--- src/hw/rtl/bpsm_pkg.sv ---
// bpsm_pkg: shared types and constants of the battery power-state monitor
// power modes, configuration register layout and fixed thresholds
// no dependencies
`default_nettype none

package bpsm_pkg;

   localparam int FRACTION_BITS_DEFAULT = 8;
   localparam int CSR_ADDR_W            = 5;
   localparam int CSR_DATA_W            = 32;
   localparam int MV_W                  = 14;

   // register indexes on the csr port (byte address is 4 * index)
   localparam logic [2:0] REG_USB_THRESHOLD    = 3'd0;
   localparam logic [2:0] REG_LOW_THRESHOLD    = 3'd1;
   localparam logic [2:0] REG_STEP_THRESHOLD   = 3'd2;
   localparam logic [2:0] REG_SMOOTHING_WEIGHT = 3'd3;
   localparam logic [2:0] REG_CHANGE_THRESHOLD = 3'd4;

   localparam logic [13:0] USB_THRESHOLD_RESET    = 14'd4500;
   localparam logic [13:0] LOW_THRESHOLD_RESET    = 14'd3300;
   localparam logic [13:0] STEP_THRESHOLD_RESET   = 14'd200;
   localparam logic [8:0]  SMOOTHING_WEIGHT_RESET = 9'd26;
   localparam logic [9:0]  CHANGE_THRESHOLD_RESET = 10'd20;

   localparam logic [8:0]  WEIGHT_FULL   = 9'd256;
   localparam logic [13:0] ADC_OFFSET_MV = 14'd65;
   localparam logic [13:0] VOLTAGE_MAX   = 14'd8255;
   localparam logic [2:0]  SETTLE_COUNT  = 3'd5;
   localparam logic [3:0]  LOW_LIMIT     = 4'd10;
   localparam logic [1:0]  DEBOUNCE_MAX  = 2'd3;

   localparam logic [6:0]  PCT_FULL      = 7'd100;
   localparam logic [6:0]  PCT_CHARGING  = 7'd101;
   localparam logic [6:0]  PCT_USB       = 7'd102;

   typedef enum logic [2:0] {
      MODE_RUN      = 3'd0,
      MODE_USB      = 3'd1,
      MODE_INIT     = 3'd2,
      MODE_LOW      = 3'd3,
      MODE_FULL     = 3'd4,
      MODE_CHARGING = 3'd5
   } mode_type;

   typedef struct packed {
      logic [13:0] usb_threshold_mv;
      logic [13:0] low_threshold_mv;
      logic [13:0] step_threshold_mv;
      logic [8:0]  smoothing_weight;
      logic [9:0]  change_threshold_mv;
   } cfg_type;

   // per-item status handed from the control stage to the output stage
   typedef struct packed {
      logic [13:0] voltage_mv;
      mode_type    mode;
      logic        usb_powered;
      logic        report_changed;
      logic        sleep_request;
      logic        pct_update;
   } info_type;

endpackage

`default_nettype wire

--- src/hw/rtl/bpsm_req_if.sv ---
// bpsm_req_if: input channel of the battery power-state monitor
// valid/ready handshake with one converter reading and the charger pin
// no dependencies
`default_nettype none

interface bpsm_req_if;
   logic        valid;
   logic        ready;
   logic [11:0] adc_millivolts;
   logic        charger_low;

   modport source (output valid, output adc_millivolts, output charger_low, input ready);
   modport sink   (input valid, input adc_millivolts, input charger_low, output ready);
endinterface

`default_nettype wire

--- src/hw/rtl/bpsm_rsp_if.sv ---
// bpsm_rsp_if: result channel of the battery power-state monitor
// valid/ready handshake with voltage, percentage, state and flags
// no dependencies
`default_nettype none

interface bpsm_rsp_if;
   logic        valid;
   logic        ready;
   logic [13:0] voltage_mv;
   logic [6:0]  percentage;
   logic [2:0]  power_state;
   logic        usb_powered;
   logic        report_changed;
   logic        sleep_request;

   modport source (output valid, output voltage_mv, output percentage, output power_state,
                   output usb_powered, output report_changed, output sleep_request,
                   input ready);
   modport sink   (input valid, input voltage_mv, input percentage, input power_state,
                   input usb_powered, input report_changed, input sleep_request,
                   output ready);
endinterface

`default_nettype wire

--- src/hw/rtl/bpsm_csr.sv ---
// bpsm_csr: APB-style configuration registers of the power-state monitor
// depends on bpsm_pkg
`default_nettype none

module bpsm_csr (
   input  wire logic                                 clock,
   input  wire logic                                 reset,
   input  wire logic                                 csr_psel,
   input  wire logic                                 csr_penable,
   input  wire logic                                 csr_pwrite,
   input  wire logic [bpsm_pkg::CSR_ADDR_W-1:0]      csr_paddr,
   input  wire logic [bpsm_pkg::CSR_DATA_W-1:0]      csr_pwdata,
   output logic      [bpsm_pkg::CSR_DATA_W-1:0]      csr_prdata,
   output logic                                      csr_pready,
   output bpsm_pkg::cfg_type                         cfg
);

   bpsm_pkg::cfg_type cfg_ff;
   logic              wr_en;
   logic [2:0]        reg_index;

   assign wr_en      = csr_psel && csr_penable && csr_pwrite;
   assign reg_index  = csr_paddr[4:2];
   assign csr_pready = 1'b1;
   assign cfg        = cfg_ff;

   always_ff @(posedge clock) begin
      if (reset) begin
         cfg_ff.usb_threshold_mv    <= bpsm_pkg::USB_THRESHOLD_RESET;
         cfg_ff.low_threshold_mv    <= bpsm_pkg::LOW_THRESHOLD_RESET;
         cfg_ff.step_threshold_mv   <= bpsm_pkg::STEP_THRESHOLD_RESET;
         cfg_ff.smoothing_weight    <= bpsm_pkg::SMOOTHING_WEIGHT_RESET;
         cfg_ff.change_threshold_mv <= bpsm_pkg::CHANGE_THRESHOLD_RESET;
      end else if (wr_en) begin
         unique case (reg_index)
            bpsm_pkg::REG_USB_THRESHOLD:    cfg_ff.usb_threshold_mv    <= csr_pwdata[13:0];
            bpsm_pkg::REG_LOW_THRESHOLD:    cfg_ff.low_threshold_mv    <= csr_pwdata[13:0];
            bpsm_pkg::REG_STEP_THRESHOLD:   cfg_ff.step_threshold_mv   <= csr_pwdata[13:0];
            bpsm_pkg::REG_SMOOTHING_WEIGHT: cfg_ff.smoothing_weight    <= csr_pwdata[8:0];
            bpsm_pkg::REG_CHANGE_THRESHOLD: cfg_ff.change_threshold_mv <= csr_pwdata[9:0];
            default: ;
         endcase
      end
   end

   always_comb begin
      unique case (reg_index)
         bpsm_pkg::REG_USB_THRESHOLD:    csr_prdata = {18'd0, cfg_ff.usb_threshold_mv};
         bpsm_pkg::REG_LOW_THRESHOLD:    csr_prdata = {18'd0, cfg_ff.low_threshold_mv};
         bpsm_pkg::REG_STEP_THRESHOLD:   csr_prdata = {18'd0, cfg_ff.step_threshold_mv};
         bpsm_pkg::REG_SMOOTHING_WEIGHT: csr_prdata = {23'd0, cfg_ff.smoothing_weight};
         bpsm_pkg::REG_CHANGE_THRESHOLD: csr_prdata = {22'd0, cfg_ff.change_threshold_mv};
         default:                        csr_prdata = '0;
      endcase
   end

endmodule

`default_nettype wire

--- src/hw/rtl/bpsm_filter.sv ---
// bpsm_filter: input stage, corrects the reading and updates the voltage filter
// depends on bpsm_pkg and bpsm_req_if
`default_nettype none

module bpsm_filter #(
   parameter int FRACTION_BITS = bpsm_pkg::FRACTION_BITS_DEFAULT
) (
   input  wire logic                               clock,
   input  wire logic                               reset,
   input  bpsm_pkg::cfg_type                       cfg,
   bpsm_req_if.sink                                req,
   output logic                                    f_valid,
   input  wire logic                               f_ready,
   output logic [13:0]                             f_raw,
   output logic                                    f_chg,
   output logic [13+FRACTION_BITS:0]               f_filt
);

   localparam int FW = 14 + FRACTION_BITS;

   logic                   f_valid_ff;
   logic                   primed_ff;
   logic [FW-1:0]          filt_ff;
   logic [FW-1:0]          filt_in;
   logic [13:0]            raw_ff;
   logic                   chg_ff;
   logic [13:0]            raw;
   logic [FW-1:0]          raw_fx;
   logic [FW-1:0]          f0;
   logic [FW-1:0]          diff;
   logic [FW-1:0]          step_fx;
   logic [8:0]             weight;
   logic signed [FW:0]     delta;
   logic signed [FW+10:0]  prod;
   logic signed [FW+10:0]  adj;
   logic signed [FW+10:0]  sum;
   logic                   accept;

   assign raw     = {1'b0, req.adc_millivolts, 1'b0} + bpsm_pkg::ADC_OFFSET_MV;
   assign raw_fx  = {raw, {FRACTION_BITS{1'b0}}};
   assign step_fx = {cfg.step_threshold_mv, {FRACTION_BITS{1'b0}}};
   // first item after reset loads the filter with its own reading
   assign f0      = primed_ff ? filt_ff : raw_fx;
   assign diff    = (raw_fx > f0) ? (raw_fx - f0) : (f0 - raw_fx);
   assign weight  = (cfg.smoothing_weight > bpsm_pkg::WEIGHT_FULL) ? bpsm_pkg::WEIGHT_FULL
                                                                   : cfg.smoothing_weight;

   // f + floor(w * (raw - f) / 256), same as the weighted sum of both terms
   assign delta   = $signed({1'b0, raw_fx}) - $signed({1'b0, f0});
   assign prod    = delta * $signed({1'b0, weight});
   assign adj     = prod >>> 8;
   assign sum     = $signed({11'd0, f0}) + adj;
   assign filt_in = (diff > step_fx) ? raw_fx : sum[FW-1:0];

   assign accept    = req.valid && req.ready;
   assign req.ready = !f_valid_ff || f_ready;

   always_ff @(posedge clock) begin
      if (reset) begin
         f_valid_ff <= 1'b0;
         primed_ff  <= 1'b0;
         filt_ff    <= '0;
      end else begin
         if (accept) begin
            f_valid_ff <= 1'b1;
            primed_ff  <= 1'b1;
            filt_ff    <= filt_in;
         end else if (f_ready) begin
            f_valid_ff <= 1'b0;
         end
      end
   end

   always_ff @(posedge clock) begin
      if (accept) begin
         raw_ff <= raw;
         chg_ff <= req.charger_low;
      end
   end

   assign f_valid = f_valid_ff;
   assign f_raw   = raw_ff;
   assign f_chg   = chg_ff;
   assign f_filt  = filt_ff;

endmodule

`default_nettype wire

--- src/hw/rtl/bpsm_control.sv ---
// bpsm_control: debounced power-state machine, settling window and report logic
// depends on bpsm_pkg
`default_nettype none

module bpsm_control #(
   parameter int FRACTION_BITS = bpsm_pkg::FRACTION_BITS_DEFAULT
) (
   input  wire logic                               clock,
   input  wire logic                               reset,
   input  bpsm_pkg::cfg_type                       cfg,
   input  wire logic                               f_valid,
   output logic                                    f_ready,
   input  wire logic [13:0]                        f_raw,
   input  wire logic                               f_chg,
   input  wire logic [13+FRACTION_BITS:0]          f_filt,
   output logic                                    s_valid,
   input  wire logic                               s_ready,
   output bpsm_pkg::info_type                      s_info,
   output logic [13+FRACTION_BITS:0]               s_filt
);

   localparam int FW = 14 + FRACTION_BITS;

   bpsm_pkg::mode_type   mode_ff, mode_in;
   bpsm_pkg::mode_type   last_ff, last_in;
   bpsm_pkg::mode_type   rmode_ff, rmode_in;
   logic signed [14:0]   rv_ff, rv_in;
   logic                 settling_ff, settling_in;
   logic [2:0]           stable_ff, stable_in;
   logic [FW-1:0]        ref_ff, ref_in;
   logic [3:0]           low_ff, low_in;
   logic [1:0]           run_ff, run_in;
   logic [1:0]           full_ff, full_in;
   logic [1:0]           chgc_ff, chgc_in;
   logic                 s_valid_ff;
   bpsm_pkg::info_type   s_info_ff;
   logic [FW-1:0]        s_filt_ff;

   logic [13:0]          vint;
   logic [FW-1:0]        thr_fx;
   logic [FW-1:0]        low_fx;
   logic [FW-1:0]        ref_diff;
   logic                 above_usb;
   logic                 usb;
   logic                 sleep;
   logic                 report;
   logic                 vch;
   logic                 sch;
   logic signed [15:0]   vdiff;
   logic [15:0]          vabs;
   logic                 advance;

   assign vint      = f_filt[FW-1:FRACTION_BITS];
   assign thr_fx    = FW'({cfg.change_threshold_mv, {FRACTION_BITS{1'b0}}});
   assign low_fx    = {cfg.low_threshold_mv, {FRACTION_BITS{1'b0}}};
   assign ref_diff  = (f_filt > ref_ff) ? (f_filt - ref_ff) : (ref_ff - f_filt);
   assign above_usb = f_raw > cfg.usb_threshold_mv;
   assign advance   = f_valid && f_ready;
   assign f_ready   = !s_valid_ff || s_ready;

   always_comb begin
      mode_in     = mode_ff;
      last_in     = last_ff;
      rmode_in    = rmode_ff;
      rv_in       = rv_ff;
      settling_in = settling_ff;
      stable_in   = stable_ff;
      ref_in      = ref_ff;
      low_in      = low_ff;
      run_in      = run_ff;
      full_in     = full_ff;
      chgc_in     = chgc_ff;
      sleep       = 1'b0;
      report      = 1'b0;
      vch         = 1'b0;
      sch         = 1'b0;
      vdiff       = '0;
      vabs        = '0;
      usb         = f_chg || (above_usb && (mode_ff != bpsm_pkg::MODE_RUN));

      // settling window: five quiet samples in a row close it
      if (settling_ff) begin
         if (ref_diff < thr_fx) begin
            stable_in = stable_ff + 3'd1;
            if (stable_in >= bpsm_pkg::SETTLE_COUNT) begin
               settling_in = 1'b0;
               rv_in = $signed({1'b0, vint}) - $signed({5'd0, cfg.change_threshold_mv})
                       - 15'sd1;
            end
         end else begin
            stable_in = '0;
         end
         ref_in = f_filt;
      end

      if (usb) begin
         low_in = '0;
         run_in = '0;
         if (f_chg) begin
            full_in = '0;
            if (mode_ff != bpsm_pkg::MODE_CHARGING) begin
               if (chgc_ff < bpsm_pkg::DEBOUNCE_MAX) chgc_in = chgc_ff + 2'd1;
               else mode_in = bpsm_pkg::MODE_CHARGING;
            end else begin
               chgc_in = bpsm_pkg::DEBOUNCE_MAX;
            end
         end else if (above_usb && (mode_ff == bpsm_pkg::MODE_CHARGING ||
                                    mode_ff == bpsm_pkg::MODE_FULL)) begin
            chgc_in = '0;
            if (mode_ff != bpsm_pkg::MODE_FULL) begin
               if (full_ff < bpsm_pkg::DEBOUNCE_MAX) full_in = full_ff + 2'd1;
               else mode_in = bpsm_pkg::MODE_FULL;
            end else begin
               full_in = bpsm_pkg::DEBOUNCE_MAX;
            end
         end else begin
            full_in = '0;
            chgc_in = '0;
            if (mode_ff == bpsm_pkg::MODE_INIT || mode_ff == bpsm_pkg::MODE_RUN ||
                mode_ff == bpsm_pkg::MODE_LOW) begin
               mode_in = bpsm_pkg::MODE_USB;
            end
         end
      end else begin
         full_in = '0;
         chgc_in = '0;
         if (mode_ff == bpsm_pkg::MODE_FULL || mode_ff == bpsm_pkg::MODE_USB ||
             mode_ff == bpsm_pkg::MODE_INIT) begin
            mode_in = bpsm_pkg::MODE_RUN;
            run_in  = '0;
            low_in  = '0;
         end else if (f_filt < low_fx) begin
            mode_in = bpsm_pkg::MODE_LOW;
            if (low_ff < bpsm_pkg::LOW_LIMIT) begin
               low_in = low_ff + 4'd1;
            end else begin
               run_in = '0;
               sleep  = 1'b1;
            end
         end else begin
            low_in = '0;
            if (run_ff < bpsm_pkg::DEBOUNCE_MAX) run_in = run_ff + 2'd1;
            else mode_in = bpsm_pkg::MODE_RUN;
         end
      end

      // any state change opens a new settling window
      if (mode_in != last_ff) begin
         last_in     = mode_in;
         settling_in = 1'b1;
         stable_in   = '0;
         ref_in      = f_filt;
      end

      if (!settling_in) begin
         vdiff = $signed({2'd0, vint}) - $signed({rv_in[14], rv_in});
         vabs  = vdiff[15] ? 16'(-vdiff) : 16'(vdiff);
         vch   = vabs >= {6'd0, cfg.change_threshold_mv};
         sch   = mode_in != rmode_ff;
         if (vch) rv_in = {1'b0, vint};
         if (sch) rmode_in = mode_in;
         report = vch || sch;
      end
   end

   always_ff @(posedge clock) begin
      if (reset) begin
         mode_ff     <= bpsm_pkg::MODE_INIT;
         last_ff     <= bpsm_pkg::MODE_INIT;
         rmode_ff    <= bpsm_pkg::MODE_INIT;
         rv_ff       <= '0;
         settling_ff <= 1'b0;
         stable_ff   <= '0;
         ref_ff      <= '0;
         low_ff      <= '0;
         run_ff      <= '0;
         full_ff     <= '0;
         chgc_ff     <= '0;
         s_valid_ff  <= 1'b0;
      end else begin
         if (advance) begin
            mode_ff     <= mode_in;
            last_ff     <= last_in;
            rmode_ff    <= rmode_in;
            rv_ff       <= rv_in;
            settling_ff <= settling_in;
            stable_ff   <= stable_in;
            ref_ff      <= ref_in;
            low_ff      <= low_in;
            run_ff      <= run_in;
            full_ff     <= full_in;
            chgc_ff     <= chgc_in;
            s_valid_ff  <= 1'b1;
         end else if (s_ready) begin
            s_valid_ff  <= 1'b0;
         end
      end
   end

   always_ff @(posedge clock) begin
      if (advance) begin
         s_info_ff.voltage_mv     <= (vint > bpsm_pkg::VOLTAGE_MAX) ? bpsm_pkg::VOLTAGE_MAX
                                                                    : vint;
         s_info_ff.mode           <= mode_in;
         s_info_ff.usb_powered    <= usb;
         s_info_ff.report_changed <= report;
         s_info_ff.sleep_request  <= sleep;
         s_info_ff.pct_update     <= !settling_in;
         s_filt_ff                <= f_filt;
      end
   end

   assign s_valid = s_valid_ff;
   assign s_info  = s_info_ff;
   assign s_filt  = s_filt_ff;

`ifndef SYNTH
   a_sleep_only_low: assert property (@(posedge clock) disable iff (reset)
      s_valid_ff && s_info_ff.sleep_request |-> s_info_ff.mode == bpsm_pkg::MODE_LOW)
      else $error("sleep request outside low state");

   a_no_report_settling: assert property (@(posedge clock) disable iff (reset)
      s_valid_ff && !s_info_ff.pct_update |-> !s_info_ff.report_changed)
      else $error("report raised inside settling window");

   a_stable_bound: assert property (@(posedge clock) disable iff (reset)
      settling_ff |-> stable_ff < bpsm_pkg::SETTLE_COUNT)
      else $error("settling window missed its close");

   a_low_bound: assert property (@(posedge clock) disable iff (reset)
      low_ff <= bpsm_pkg::LOW_LIMIT)
      else $error("low counter overran its limit");

   a_mode_change_settles: assert property (@(posedge clock) disable iff (reset)
      advance && (mode_in != last_ff) |=> settling_ff && (stable_ff == 3'd0))
      else $error("state change did not open settling window");
`endif

endmodule

`default_nettype wire

--- src/hw/rtl/bpsm_percent.sv ---
// bpsm_percent: output stage, charge percentage from the filtered voltage
// and the result register; depends on bpsm_pkg and bpsm_rsp_if
`default_nettype none

module bpsm_percent #(
   parameter int FRACTION_BITS = bpsm_pkg::FRACTION_BITS_DEFAULT
) (
   input  wire logic                               clock,
   input  wire logic                               reset,
   input  wire logic                               s_valid,
   output logic                                    s_ready,
   input  bpsm_pkg::info_type                      s_info,
   input  wire logic [13+FRACTION_BITS:0]          s_filt,
   bpsm_rsp_if.source                              rsp
);

   localparam int FW = 14 + FRACTION_BITS;
   localparam logic [13:0] KNEE_4000 = 14'd4000;
   localparam logic [13:0] KNEE_3800 = 14'd3800;
   localparam logic [13:0] KNEE_3650 = 14'd3650;
   localparam logic [13:0] KNEE_3500 = 14'd3500;
   localparam logic [13:0] KNEE_3300 = 14'd3300;

   logic                 o_valid_ff;
   logic [6:0]           held_ff;
   logic [13:0]          voltage_ff;
   logic [2:0]           state_ff;
   logic                 usb_ff;
   logic                 report_ff;
   logic                 sleep_ff;
   logic                 advance;

   logic [13:0]          vint;
   logic [13:0]          d3800, d3500, d3300;
   logic [FW-1:0]        d3650;
   logic [FW-1:0]        k3650;
   logic [9:0]           n15;
   logic [15:0]          p10, p5, p20;
   logic [22:0]          p15;
   logic [6:0]           curve;
   logic [6:0]           pct;

   assign vint  = s_filt[FW-1:FRACTION_BITS];
   assign k3650 = {KNEE_3650, {FRACTION_BITS{1'b0}}};
   assign d3800 = vint - KNEE_3800;
   assign d3500 = vint - KNEE_3500;
   assign d3300 = vint - KNEE_3300;
   // four times the excess, in whole millivolts
   assign d3650 = (s_filt - k3650) >> (FRACTION_BITS - 2);
   assign n15   = d3650[9:0];

   // small constant divides as reciprocal multiplies, exact over their ranges
   assign p10 = {8'd0, d3800[7:0]} * 16'd205;
   assign p5  = {8'd0, d3500[7:0]} * 16'd205;
   assign p20 = {8'd0, d3300[7:0]} * 16'd205;
   assign p15 = {13'd0, n15} * 23'd4370;

   always_comb begin
      if (vint >= KNEE_4000)      curve = bpsm_pkg::PCT_FULL;
      else if (vint >= KNEE_3800) curve = 7'd80 + 7'(p10 >> 11);
      else if (vint >= KNEE_3650) curve = 7'd40 + 7'(p15 >> 16);
      else if (vint >= KNEE_3500) curve = 7'd10 + 7'(p5 >> 10);
      else if (vint >= KNEE_3300) curve = 7'(p20 >> 12);
      else                        curve = 7'd0;
   end

   always_comb begin
      case (s_info.mode)
         bpsm_pkg::MODE_CHARGING: pct = bpsm_pkg::PCT_CHARGING;
         bpsm_pkg::MODE_USB:      pct = bpsm_pkg::PCT_USB;
         bpsm_pkg::MODE_FULL:     pct = bpsm_pkg::PCT_FULL;
         default:                 pct = curve;
      endcase
   end

   assign advance = s_valid && s_ready;
   assign s_ready = !o_valid_ff || rsp.ready;

   always_ff @(posedge clock) begin
      if (reset) begin
         o_valid_ff <= 1'b0;
         held_ff    <= '0;
      end else begin
         if (advance) begin
            o_valid_ff <= 1'b1;
            if (s_info.pct_update) held_ff <= pct;
         end else if (rsp.ready) begin
            o_valid_ff <= 1'b0;
         end
      end
   end

   always_ff @(posedge clock) begin
      if (advance) begin
         voltage_ff <= s_info.voltage_mv;
         state_ff   <= s_info.mode;
         usb_ff     <= s_info.usb_powered;
         report_ff  <= s_info.report_changed;
         sleep_ff   <= s_info.sleep_request;
      end
   end

   assign rsp.valid          = o_valid_ff;
   assign rsp.voltage_mv     = voltage_ff;
   assign rsp.percentage     = held_ff;
   assign rsp.power_state    = state_ff;
   assign rsp.usb_powered    = usb_ff;
   assign rsp.report_changed = report_ff;
   assign rsp.sleep_request  = sleep_ff;

endmodule

`default_nettype wire

--- src/hw/rtl/battery_power_state_monitor.sv ---
// battery_power_state_monitor: top level of the battery power-state monitor
// depends on bpsm_pkg, bpsm_req_if, bpsm_rsp_if, bpsm_csr, bpsm_filter,
// bpsm_control and bpsm_percent
`default_nettype none

// Takes one converter reading per item and returns one result per item, in
// order. The block is a three-stage pipeline: the input stage corrects the
// reading and updates the voltage filter as the item is accepted, the control
// stage runs the debounced power-state machine, settling window and report
// logic, and the output stage works out the charge percentage and holds the
// result. An item may be accepted in every cycle while the result side does
// not stall, and its result is registered by the input, control and output
// stages in turn; a stalled result backs up through the stages, so up to three
// items are in flight. Configuration registers sit on an APB-style port
// (pready always high) and are to be written only while the block is idle.

module battery_power_state_monitor #(
   parameter int FRACTION_BITS = bpsm_pkg::FRACTION_BITS_DEFAULT
) (
   input  wire logic                                 clock,
   input  wire logic                                 reset,
   bpsm_req_if.sink                                  req_chan,
   bpsm_rsp_if.source                                rsp_chan,
   input  wire logic                                 csr_psel,
   input  wire logic                                 csr_penable,
   input  wire logic                                 csr_pwrite,
   input  wire logic [bpsm_pkg::CSR_ADDR_W-1:0]      csr_paddr,
   input  wire logic [bpsm_pkg::CSR_DATA_W-1:0]      csr_pwdata,
   output logic      [bpsm_pkg::CSR_DATA_W-1:0]      csr_prdata,
   output logic                                      csr_pready
);

   localparam int FW = 14 + FRACTION_BITS;

   bpsm_pkg::cfg_type    cfg;
   logic                 f_valid;
   logic                 f_ready;
   logic [13:0]          f_raw;
   logic                 f_chg;
   logic [FW-1:0]        f_filt;
   logic                 s_valid;
   logic                 s_ready;
   bpsm_pkg::info_type   s_info;
   logic [FW-1:0]        s_filt;

   bpsm_csr u_csr (
      .clock       (clock),
      .reset       (reset),
      .csr_psel    (csr_psel),
      .csr_penable (csr_penable),
      .csr_pwrite  (csr_pwrite),
      .csr_paddr   (csr_paddr),
      .csr_pwdata  (csr_pwdata),
      .csr_prdata  (csr_prdata),
      .csr_pready  (csr_pready),
      .cfg         (cfg)
   );

   bpsm_filter #(.FRACTION_BITS(FRACTION_BITS)) u_filter (
      .clock   (clock),
      .reset   (reset),
      .cfg     (cfg),
      .req     (req_chan),
      .f_valid (f_valid),
      .f_ready (f_ready),
      .f_raw   (f_raw),
      .f_chg   (f_chg),
      .f_filt  (f_filt)
   );

   bpsm_control #(.FRACTION_BITS(FRACTION_BITS)) u_control (
      .clock   (clock),
      .reset   (reset),
      .cfg     (cfg),
      .f_valid (f_valid),
      .f_ready (f_ready),
      .f_raw   (f_raw),
      .f_chg   (f_chg),
      .f_filt  (f_filt),
      .s_valid (s_valid),
      .s_ready (s_ready),
      .s_info  (s_info),
      .s_filt  (s_filt)
   );

   bpsm_percent #(.FRACTION_BITS(FRACTION_BITS)) u_percent (
      .clock   (clock),
      .reset   (reset),
      .s_valid (s_valid),
      .s_ready (s_ready),
      .s_info  (s_info),
      .s_filt  (s_filt),
      .rsp     (rsp_chan)
   );

endmodule

`default_nettype wire

--- src/flat_wrapper.sv ---
// flat-port wrapper written by rule: the top's interface ports become plain ports
module battery_power_state_monitor_flat 
#(
   parameter int FRACTION_BITS = bpsm_pkg::FRACTION_BITS_DEFAULT
)
  (clock, reset, csr_psel, csr_penable, csr_pwrite, csr_paddr, csr_pwdata, csr_prdata, csr_pready, req_chan_valid, req_chan_adc_millivolts, req_chan_charger_low, req_chan_ready, rsp_chan_valid, rsp_chan_voltage_mv, rsp_chan_percentage, rsp_chan_power_state, rsp_chan_usb_powered, rsp_chan_report_changed, rsp_chan_sleep_request, rsp_chan_ready);
  bpsm_req_if req_chan_i ();
  bpsm_rsp_if rsp_chan_i ();
  input  wire logic clock;
  input  wire logic reset;
  input  wire logic csr_psel;
  input  wire logic csr_penable;
  input  wire logic csr_pwrite;
  input  wire logic [bpsm_pkg::CSR_ADDR_W-1:0] csr_paddr;
  input  wire logic [bpsm_pkg::CSR_DATA_W-1:0] csr_pwdata;
  output logic      [bpsm_pkg::CSR_DATA_W-1:0] csr_prdata;
  output logic csr_pready;
  input wire logic [$bits(req_chan_i.valid)-1:0] req_chan_valid;
  input wire logic [$bits(req_chan_i.adc_millivolts)-1:0] req_chan_adc_millivolts;
  input wire logic [$bits(req_chan_i.charger_low)-1:0] req_chan_charger_low;
  output wire logic [$bits(req_chan_i.ready)-1:0] req_chan_ready;
  output wire logic [$bits(rsp_chan_i.valid)-1:0] rsp_chan_valid;
  output wire logic [$bits(rsp_chan_i.voltage_mv)-1:0] rsp_chan_voltage_mv;
  output wire logic [$bits(rsp_chan_i.percentage)-1:0] rsp_chan_percentage;
  output wire logic [$bits(rsp_chan_i.power_state)-1:0] rsp_chan_power_state;
  output wire logic [$bits(rsp_chan_i.usb_powered)-1:0] rsp_chan_usb_powered;
  output wire logic [$bits(rsp_chan_i.report_changed)-1:0] rsp_chan_report_changed;
  output wire logic [$bits(rsp_chan_i.sleep_request)-1:0] rsp_chan_sleep_request;
  input wire logic [$bits(rsp_chan_i.ready)-1:0] rsp_chan_ready;
  assign req_chan_i.valid = req_chan_valid;
  assign req_chan_i.adc_millivolts = req_chan_adc_millivolts;
  assign req_chan_i.charger_low = req_chan_charger_low;
  assign req_chan_ready = req_chan_i.ready;
  assign rsp_chan_valid = rsp_chan_i.valid;
  assign rsp_chan_voltage_mv = rsp_chan_i.voltage_mv;
  assign rsp_chan_percentage = rsp_chan_i.percentage;
  assign rsp_chan_power_state = rsp_chan_i.power_state;
  assign rsp_chan_usb_powered = rsp_chan_i.usb_powered;
  assign rsp_chan_report_changed = rsp_chan_i.report_changed;
  assign rsp_chan_sleep_request = rsp_chan_i.sleep_request;
  assign rsp_chan_i.ready = rsp_chan_ready;
  battery_power_state_monitor #(.FRACTION_BITS(FRACTION_BITS)) u_core (.clock(clock), .reset(reset), .req_chan(req_chan_i), .rsp_chan(rsp_chan_i), .csr_psel(csr_psel), .csr_penable(csr_penable), .csr_pwrite(csr_pwrite), .csr_paddr(csr_paddr), .csr_pwdata(csr_pwdata), .csr_prdata(csr_prdata), .csr_pready(csr_pready));
endmodule
--- config.mk ---
export PLATFORM = sky130hd
export DESIGN_NAME = battery_power_state_monitor_flat
export DESIGN_NICKNAME = d
export VERILOG_FILES = /design/src/hw/rtl/bpsm_pkg.sv /design/src/hw/rtl/bpsm_req_if.sv /design/src/hw/rtl/bpsm_rsp_if.sv /design/src/hw/rtl/bpsm_csr.sv /design/src/hw/rtl/bpsm_filter.sv /design/src/hw/rtl/bpsm_control.sv /design/src/hw/rtl/bpsm_percent.sv /design/src/hw/rtl/battery_power_state_monitor.sv /design/src/flat_wrapper.sv
export SDC_FILE = /design/constraint.sdc
export NUM_CORES = 2
export LEC_CHECK = 0
export ABC_CLOCK_PERIOD_IN_PS = 11850
export BUFFER_PORTS_ARGS = -buffer_cell sky130_fd_sc_hd__clkbuf_2
export CAP_MARGIN = 20
export CORE_UTILIZATION = 50
export DETAILED_ROUTE_END_ITERATION = 7
export GPL_TIMING_DRIVEN = 0
export PLACE_DENSITY_LB_ADDON = 0.12
export SLEW_MARGIN = 20
export SYNTH_ARGS = -nofsm -noshare
export SYNTH_HDL_FRONTEND = slang
export SYNTH_SLANG_ARGS = --single-unit
--- constraint.sdc ---
create_clock -name clock -period 11.85 [get_ports clock]
set_input_delay 0.5925 -clock clock [delete_from_list [all_inputs] [get_ports clock]]
set_output_delay 0.5925 -clock clock [all_outputs]
set_load 0.1 [all_outputs]
Yosys cells after proc, flatten, opt, wreduce, memory -nomap -nowiden
Cells that the tools add are included.

storage, ports and cells
  flip-flop bits (word level) = 232
  word-level logic and storage cells = 211

cells by class
  add/subtract/negate cells = 23
  multipliers = 5
  magnitude comparators = 19
  equality and inequality tests = 20
  multiplexer cells = 63
  bitwise operators = 2
  reduce and logical (&&, ||, !) cells = 43

operators with widths
  cell                    count
  $mux 22                 6
  $sub 22x22->22          4
  $mux 15                 5
  $ge 14x12->1 const B    5
  $pmux 14 s5             1
  $gt 22x22->1            3
  $mul 8x8->16 const B    3
  $mux 3                  14
  $mul 23x10->30          1
  $mux 2                  14
  $mux 7                  4
  $sub 8x8->8 const B     3
  $sub 22x22->23          1
  $add 22x22->22          1
  $lt 22x18->1            1
  $lt 22x22->1            1
  $mul 10x12->22 const B  1
  $reduce_and 2->1        11
  $pmux 7 s3              1
  $mux 4                  5
  $ge 16x10->1            1
  $mux 16                 1
  $neg 16->16             1
  $sub 15x15->16          1
  other kinds (36)        86

Depth between registers and ports, before layout
  depth in word-level cells = 11
  depth in mapped cells = 53
  mapped depth without buffers = 49

Cells and area by module
From an unflattened synthesis, not the netlist that was laid out.

unflattened totals
  cells, all modules = 3487
  area total of the unflattened synthesis = 29837.4 um^2

modules (own cells, without submodules)
  module        instances  cells an instance  area an instance (um^2)  seq. area each (um^2)
  bpsm_filter   1          1407               11554.8                  900.9
  bpsm_control  1          1103               9014.9                   2512.4
  bpsm_percent  1          653                6119.6                   760.7
  bpsm_csr      1          324                3148.0                   1221.2

Worst setup path before layout
OpenSTA, ideal clock, no wires.

  path type = register to register
  start point = register u_core.u_filter.filt_ff[9], in the netlist u_core.u_filter.f_filt[9]
  end point = register u_core.u_control.s_info_ff, in the netlist u_core.u_control.s_info[2], data pin
  library setup time = 0.266 ns
  arrival time = 10.126 ns
  setup slack = 1.458 ns
  stages on the path, launching flop included = 49
  buffers on the path = 4
  clock period less this slack = 10.392 ns
  cell sequence = dfxtp_1 -> ha_1 -> buf_2 -> nand4_1 -> or4_1 -> or2_1 -> o21ai_2 -> nand2_1 -> buf_2 -> buf_1 -> mux2_2 -> a21oi_1 -> xnor2_1 -> ha_1 -> and4_1 -> a21oi_1 -> nand2_1 -> a221o_1 -> [13 not listed] -> mux2_2 -> ha_1 -> a21o_1 -> a21o_1 -> a21oi_1 -> nor2b_1 -> o21ai_0 -> nand2b_1 -> a21oi_1 -> nor2b_1 -> o21ai_0 -> nand2b_1 -> a21oi_1 -> nand3_1 -> or4b_1 -> a211o_4 -> a2111oi_0 -> nor2_1

between the ends
  longest elaborated chain between the ends = 10

ends and longest elaborated chain
  what                                             RTL line                                source
  start, declared                                  bpsm_filter.sv:23                       logic [FW-1:0] filt_ff;
  start signal, assigned                           bpsm_filter.sv:67                       filt_ff <= filt_in;
  $sub 22x22->22, or another cell as far along     bpsm_control.sv:56                      assign ref_diff = (f_filt > ref_ff) ? (f_filt - ref_ff) : (ref_ff - f_filt);
  $mux 22 / $sub 15x2->15 (equally long branches)  bpsm_control.sv:56, bpsm_control.sv:88
  $lt 22x18->1 / $mux 15 (equally long branches)   bpsm_control.sv:83, bpsm_control.sv:85
  $mux 15                                          bpsm_control.sv:83                      if (ref_diff < thr_fx) begin
  $mux 15                                          bpsm_control.sv:82                      if (settling_ff) begin
  $sub 15x15->16                                   bpsm_control.sv:156                     vdiff = $signed({2'd0, vint}) - $signed({rv_in[14], rv_in});
  $neg 16->16                                      bpsm_control.sv:157                     vabs = vdiff[15] ? 16'(-vdiff) : 16'(vdiff);
  $mux 16                                          bpsm_control.sv:157
  $ge 16x10->1                                     bpsm_control.sv:158                     vch = vabs >= {6'd0, cfg.change_threshold_mv};
  $logic_or 1x1->1                                 bpsm_control.sv:162                     report = vch || sch;
  end, declared                                    bpsm_control.sv:36                      bpsm_pkg::info_type s_info_ff;

Parallel ways exist; a longest one is shown, timed or not.
A chain may end at the register's enable or synchronous reset.

Final worst setup path
  start point = register u_core.u_filter.filt_ff[16], in the netlist u_core.u_filter.f_filt[16]
  end point = register u_core.u_control.s_info_ff, in the netlist u_core.u_control.s_info[2], data pin

Same word-level chain as after synthesis.

==> impl_metrics.py <==
metrics = {
    "status": {
        "status": "finished clean",
    },
    "yosys": {
        "syn_area_mm2": 0.0279,
        "synthFlopType": "dfxtp_1",
        "ys_types": 88,
        "yosysWarnings": 0,
        "syn_inst": 3327,
        "synth_top_area_share_pct": 18.6,
        "synthTopCellsByArea": "ha_1 19%, fa_1 15%, dfxtp_1 11%, edfxtp_1 7.7%, inv_1 6.5%",
        "yosysTopAreaCell": "ha_1",
        "synthArstFlopShare_pct": 0,
        "ys_seq_area_share_pct": 18.7,
        "yosysMostFrequentCell": "inv_1",
        "synth_edf_count": 71,
        "yosys-top-cells-count": "485 x inv_1, 415 x ha_1, 316 x nor2_1",
        "ys_ff_latch": 225,
        "syn_avg_cell_area_um2": 8.38,
    },
    "clock_network": {
        "clock_latency_ns": 0.56,
        "clockRootBuffer": "clkbuf_16",
        "htreeDepth": 1,
        "cts_max_path_buffers": 3,
        "hold_buffers": 0,
        "cts_num_sinks": 225,
        "path_clk_slew_ns": 0.06,
        "cts_tree": "yes",
        "cts_buffers": 26,
    },
    "sta": {
        "clock.fmax_mhz": 87.7,
        "slew_violations": 0,
        "finalCriticalPeriod_ns": 11.40,
        "tightest_slew_ns": 1.05,
        "max_slew_margin_pct": 30.0,
        "fin_crit_sh_pct": 96.2,
        "setup_viol": 0,
        "fin_skew_ns": 0.0171,
        "hold_viol": 0,
    },
    "global_routing": {
        "grt_max_degree": 47,
        "grt_pass1_vias": 23700,
        "grt_usage_pct": 30.6,
        "antenna_found_initial": 3,
        "grt_overflow": 0,
        "grt_first_pass_wirelength_um": 134000,
    },
    "finish": {
        "ff_latch_area_mm2": 0.00523,
        "drive_gt1_share_pct": 6.82,
        "nets": 4128,
        "multiInputGateArea_mm2": 0.0205,
        "final-instance-count-excl-fill": 4223,
        "synthToLayoutAreaGrowth_pct": 9.05,
        "fillers": 5280,
    },
    "critical_path": {
        "r2r_cells": 48,
        "worst_ep_required_time_ns": 12.14,
        "r2r_slack_ns": 0.45,
        "end_kind": "register",
        "cp_common_cell": "a21o_1",
        "worstReg2RegStart": "u_core.u_filter.f_filt[16]",
        "worstPathArrival_ns": 11.70,
        "slowest_stage": "or4b_4",
        "r2r-end": "u_core.u_control.s_info[2]",
        "slowest_delay_ns": 0.59,
        "critPathMaxFanout": 10,
        "worstSetupPathType": "reg -> reg",
        "critPathLaunchType": "register",
    },
    "placed_design": {
        "place_congestion": 1.03,
        "io_buffers": 78,
        "dp.cells": 4171,
        "dp_hpwl_um": 71700,
    },
    "hold_path": {
        "hp-class": "in -> reg",
        "worstHoldPathCells": 1,
        "hold-path-endpoint": "u_core.u_filter.f_chg",
        "worstHoldStart": "req_chan_charger_low",
    },
    "detailed_routing": {
        "drc": 0,
        "routedWlPerCell_um": 20.5,
        "dr.first_iter.drc_count": 1561,
        "ant_nets": 0,
        "dr.pass1.iters": 6,
        "via_per_inst": 5.64,
        "vias": 23800,
        "wl_um": 86600,
    },
    "run": {
        "cap_violations": 0,
    },
    "die": {
        "core_mm2": 0.0551,
        "io_pins": 119,
        "die_h_um": 238,
        "die_w_um": 238,
        "initial_core_util_pct": 50.6,
        "row_count": 86,
        "die-area_mm2": 0.0567,
    },
}
routing by layer:
metal	up-vias	wire length, um	GRT usage [%]
li1	11400	-	-
met1	11500	37700	40.1
met2	687	40800	51.8
met3	176	4440	3.27
met4	4	3640	11.8
met5	-	22	0
cell usage in the layout, fill, tap and decap left out, types with 62 or more instances in the layout:
| cell | n |
|---|---|
| dfxtp_1 | 143 |
| xnor2_1 | 129 |
| fa_1 | 202 |
| mux2i_1 | 88 |
| clkbuf_2 | 83 |
| nand2_1 | 286 |
| o21ai_0 | 92 |
| a21o_1 | 68 |
| a21oi_1 | 235 |
| edfxtp_1 | 71 |
| ha_1 | 415 |
| nor2_1 | 314 |
| clkbuf_1 | 94 |
| inv_1 | 485 |
| nand3_1 | 62 |
worst max-delay path, delay by kind of cell, from the launching register on:
family                   cells  cell delay [ns]
multiplexers                 3             0.94
adder cells (fa/ha/maj)      5             1.49
AND/OR/NAND/NOR             17             3.49
buffers and inverters        4             0.83
AO/OA/AOI/OAI               18             3.79
XOR/XNOR                     1             0.18
flip-flops                   1             0.40
cell type report:
cell class | instances | area share (%)
diodes | 1 | 0.00824
multi-input cells | 2496 | 67.4
clock inverters | 17 | 0.568
inverters | 487 | 6.02
repair buffers | 82 | 1.38
flip-flops and latches | 225 | 17.2
plain buffers | 136 | 2.05
well taps | 748 | 3.08
clock buffers | 31 | 2.27
metrics by stage:
stage	instance area, um2	setup TNS (ns)	worst slack, ns	utilization (%)	hold slack [ns]
2_1_floorplan	27900	0	1.46	-	0.400
3_3_place_gp	29300	-12.74	-0.978	53.1	0.402
3_5_place_dp	29300	-13.68	-1.04	53.2	0.405
4_1_cts	30200	-0.0357	-0.0357	54.9	0.206
5_1_grt	30400	-0.0218	-0.0218	55.2	0.210
6_report	30400	0	0.447	55.2	0.225
state kept, by name, indices dropped and copies added (netlist names), 2 cells and up:
signal,flops
u_core.u_control.mode_ff,3
u_core.u_control.run_ff,2
u_core.u_control.s_info,21
u_core.u_control.low_ff,4
u_core.u_percent.rsp.power_state,3
u_core.u_filter.f_filt,22
u_core.u_control.chgc_ff,2
u_core.u_control.s_filt,16
u_core.u_control.ref_ff,22
u_core.u_control.stable_ff,3
u_core.u_control.last_ff,3
u_core.u_control.rv_ff,15
u_core.u_control.full_ff,2
u_core.u_csr.cfg,61
u_core.u_filter.f_raw,13
u_core.u_percent.rsp.voltage_mv,14
u_core.u_control.rmode_ff,3
u_core.u_percent.rsp.percentage,7
worst max path at each step:
stage,startpoint,to,slack [ns],cells past startpoint
CTS,u_core.u_filter.f_filt[17],u_core.u_control.s_info[2],-0.04,48
floorplan,u_core.u_filter.f_filt[9],u_core.u_control.s_info[2],1.46,48
global placement,u_core.u_filter.f_filt[11],u_core.u_control.s_info[2],-0.98,48
global route,u_core.u_filter.f_filt[17],u_core.u_control.s_info[2],-0.02,48
detailed placement,u_core.u_filter.f_filt[11],u_core.u_control.s_info[2],-1.04,48
finish,u_core.u_filter.f_filt[16],u_core.u_control.s_info[2],0.45,48
kinds of logic after synthesis:
group / synth area share, %
simple gates: 15.1
compound gates: 14.9
buf+inv: 8.72
fa+ha+maj: 33.2
flops: 18.7
xor+xnor: 5.88
mux: 3.41
other cells: 0.0270
repair_timing:
action | 4_1_cts | 5_1_grt
setup endpoints to repair | 17 | 19
buffers inserted | 0 | 3
resized for setup | 26 | 32
pin swaps | 1 | 5
Power is not shown: default switching activity piles up to over one toggle a cycle in this logic, so the estimate is an artifact.
